$ cat src/rtl/drsd_ram.sv
// Generic single-port-write, single-port-read RAM with registered read.
`default_nettype none
module drsd_ram #(
    parameter int WIDTH = 8,
    parameter int DEPTH = 16
) (
    input  wire logic                     aclk,
    input  wire logic                     we,
    input  wire logic [$clog2(DEPTH)-1:0] waddr,
    input  wire logic [WIDTH-1:0]         wdata,
    input  wire logic [$clog2(DEPTH)-1:0] raddr,
    output logic      [WIDTH-1:0]         rdata
);
    logic [WIDTH-1:0] mem [DEPTH];

    always_ff @(posedge aclk) begin
        if (we) begin
            mem[waddr] <= wdata;
        end
        rdata <= mem[raddr];
    end
endmodule
`default_nettype wire

$ cat config.mk
export PLATFORM = sky130hd
export DESIGN_NAME = drsd_ram
export DESIGN_NICKNAME = d
export VERILOG_FILES = /design/src/rtl/drsd_ram.sv
export SDC_FILE = /design/constraint.sdc
export NUM_CORES = 1
export LEC_CHECK = 0
export BUFFER_PORTS_ARGS = -buffer_cell sky130_fd_sc_hd__buf_2
export CAP_MARGIN = 20
export CORE_MARGIN = 3
export CORE_UTILIZATION = 55
export CTS_CLUSTER_DIAMETER = 100
export DETAILED_ROUTE_END_ITERATION = 6
export PLACE_DENSITY = 0.81
export SLEW_MARGIN = 15
export SYNTH_ARGS = -nofsm -noshare
export SYNTH_HDL_FRONTEND = slang
export SYNTH_SLANG_ARGS = --single-unit
export TNS_END_PERCENT = 100
$ cat constraint.sdc
create_clock -name aclk -period 2.1 [get_ports aclk]
set_clock_uncertainty 0.15 [all_clocks]
set_input_delay 0.21 -clock aclk [delete_from_list [all_inputs] [get_ports aclk]]
set_output_delay 0.21 -clock aclk [all_outputs]
set_load 0.02 [all_outputs]
==> results.cfg <==
[detailed_routing]
vias = 2550
viasPerCell = 6.20
drc = 0
wl_microns = 9750
ant_nets = 0
drtIter0Drc = 282
wire_per_inst_microns = 23.7
firstDrtPassIters = 5

[critical_path]
r2r_start = mem[9][3]
worstPathArrival_ns = 1.74
start_kind = register
ff2ff_setup_slack_ns = 0.60
crit_path_end_kind = register
r2r_end = rdata[3]
crit_fanout = 1
r2r_cells = 3
cp_data_required_time_ns = 2.34
critPathKind = register to register

[power]
power_leakage_nw = 2.13
vdd_drop_max_mv = 0.526
power_mw = 6.32
p_per_area_mw_per_mm2 = 1020

[global_route]
antenna_found_initial = 0
busiest_layer = met2
grt-ovfl-total = 0
grtUsageMet2_pct = 31.1
grt_start_max_net_pins = 33
met3_usage_pct = 4.67
grtUsageMet1_pct = 29.4
grt_pass1_wl_microns = 14800
grt_pass1_vias = 2482
grt_usage_pct = 20.4

[yosys]
yosysWarningCount = 0
synth_most_common_cell = edfxtp_1
synth_common_cells = edfxtp_1 (128), mux4_2 (18), a22oi_1 (16)
yosysUniqueCellTypes = 19
synth_nets = 247
yosysTopAreaCell = edfxtp_1
async_flop_share_pct = 0
synthFlopType = edfxtp_1
netlist_instances = 229
syn_area_sq_mm = 0.00515
yosys.area.top_type_share_pct = 74.7
synth-seq-cells = 136
syn-mean-instance-area_sq_um = 22.5
ys_seq_area_share_pct = 77.8
synth_area_leaders = edfxtp_1 (75%), mux4_2 (7.9%), mux4_1 (7.1%)
synth_edf_count = 128

[floorplan]
die_y_microns = 103
die-area_sq_mm = 0.0106
core_sq_mm = 0.00889
ios = 26
fp-row-count = 34
start_util_pct = 57.9
die_x_microns = 103

[timing]
slew_headroom_pct = 58.9
drv_slew = 0
fmax_mhz = 667
timing.hold.ws_ns = 0.0955
tightestPinTransition_ns = 0.615
fin_tns_setup_ns = 0
hold_viol_final = 0
finalCritPeriodShare_pct = 71.4
fin_crit_ns = 1.50
rsz0062_at_grt = false
setup_violations = 0

[clock_network]
clkLatencyLatePin_ns = 0.51
cts.clk_slew.worst_paths_ns = 0.06
cts_setup_buffers = 0
cts_buffers = 17
clock-root-buffer = clkbuf_8
max-clock-path-buffers = 2
cts_tree = built
cts.sinks = 136
h-tree-depth = 4

[finish]
final_core_util_pct = 69.4
fin_nets = 309
drive_above_1_share_pct = 30.7
syn_to_final_growth_pct = 19.9
antenna_cells = 0
post-route-cell-area_sq_mm = 0.00617

[placed_design]
dp_hpwl_microns = 6210
place.gp.congestion = 0.799
placed_cell_area_sq_mm = 0.00548
numPortBuffers = 25

[status]
run_status = complete, no violations

[min_path]
min_path_cells = 4
hold-path-endpoint = rdata[6]
worstHoldStart = raddr[2]
hp-class = input pin to register

[job]
cap_violations = 0
[what timing repair did]
item                                   CTS  global route
resized for setup                        0             0
endpoints found under the hold margin  128             0
hold buffers                             8             0
[flip-flops by register name, summed over array words and instances, names as in the netlist]
register and flops:
mem 128, rdata 8
[worst max-delay path by stage]
stage / start / slack, ns / cells past startpoint / end
after CTS: mem[9][4] / 0.59 / 3 / rdata[4]
final: mem[9][3] / 0.60 / 3 / rdata[3]
after detailed placement: raddr[1] / 0.24 / 5 / rdata[4]
after global routing: mem[9][5] / 0.52 / 3 / rdata[5]
after global placement: raddr[1] / 0.26 / 5 / rdata[3]
after floorplan: waddr[2] / 0.25 / 2 / mem[0][0]
[critical path, stage by stage, from the launching register on]
cell and delay [ns]:
edfxtp_1 0.35, mux4_1 0.50, a22oi_1 0.30, nand2_1 0.08
[routing by layer]
layer  wire [microns]  part of all wire (%)
met3              660                   6.8
met4              130                   1.3
met1             4070                    42
met5                0                     0
met2             4890                    50
[final cells by class]
type,instances,area (sq um)
multi-input combinational,83,1060
timing repair buffer,53,368
clock inverter,7,115
tap,108,135
clock buffer,24,490
sequential,136,4000
fill,501,2720
[power by group]
part | switching, mW | total [mW] | leakage [nW] | internal, mW
Sequential | 0.0207 | 3.06 | 1.22 | 3.04
Clock | 1.00 | 2.96 | 0.293 | 1.96
Combinational | 0.176 | 0.307 | 0.614 | 0.131
Total | 1.20 | 6.32 | 2.13 | 5.12
[kinds of logic after synthesis]
kind of cell           synth area share, %
buffers and inverters                 1.68
DFF                                   77.8
AOI/OAI and AO/OA                     2.33
and+or+nand+nor                       3.18
muxes                                 15.0
[layout by cell type, fill, tap and decap left out, drive strengths merged]
cell type,n
nand2,9
clkbuf,24
nor2,13
a22oi,16
nor3,4
mux4,32
or3b,1
edfxtp,128
dfxtp,8
clkinvlp,2
and2b,1
dlygate4sd3,8
buf,45
clkinv,2
nand2b,2
nand3b,2
nor2b,1
bufinv,3
and2,1
nand3,1
[stage by stage]
stage	setup slack [ns]	cells
after floorplan	0.247	229
after detailed placement	0.245	372
after global routing	0.523	411
final	0.601	411
after CTS	0.591	411
after global placement	0.256	372
Note: power is estimated with default switching activity, not from simulation.
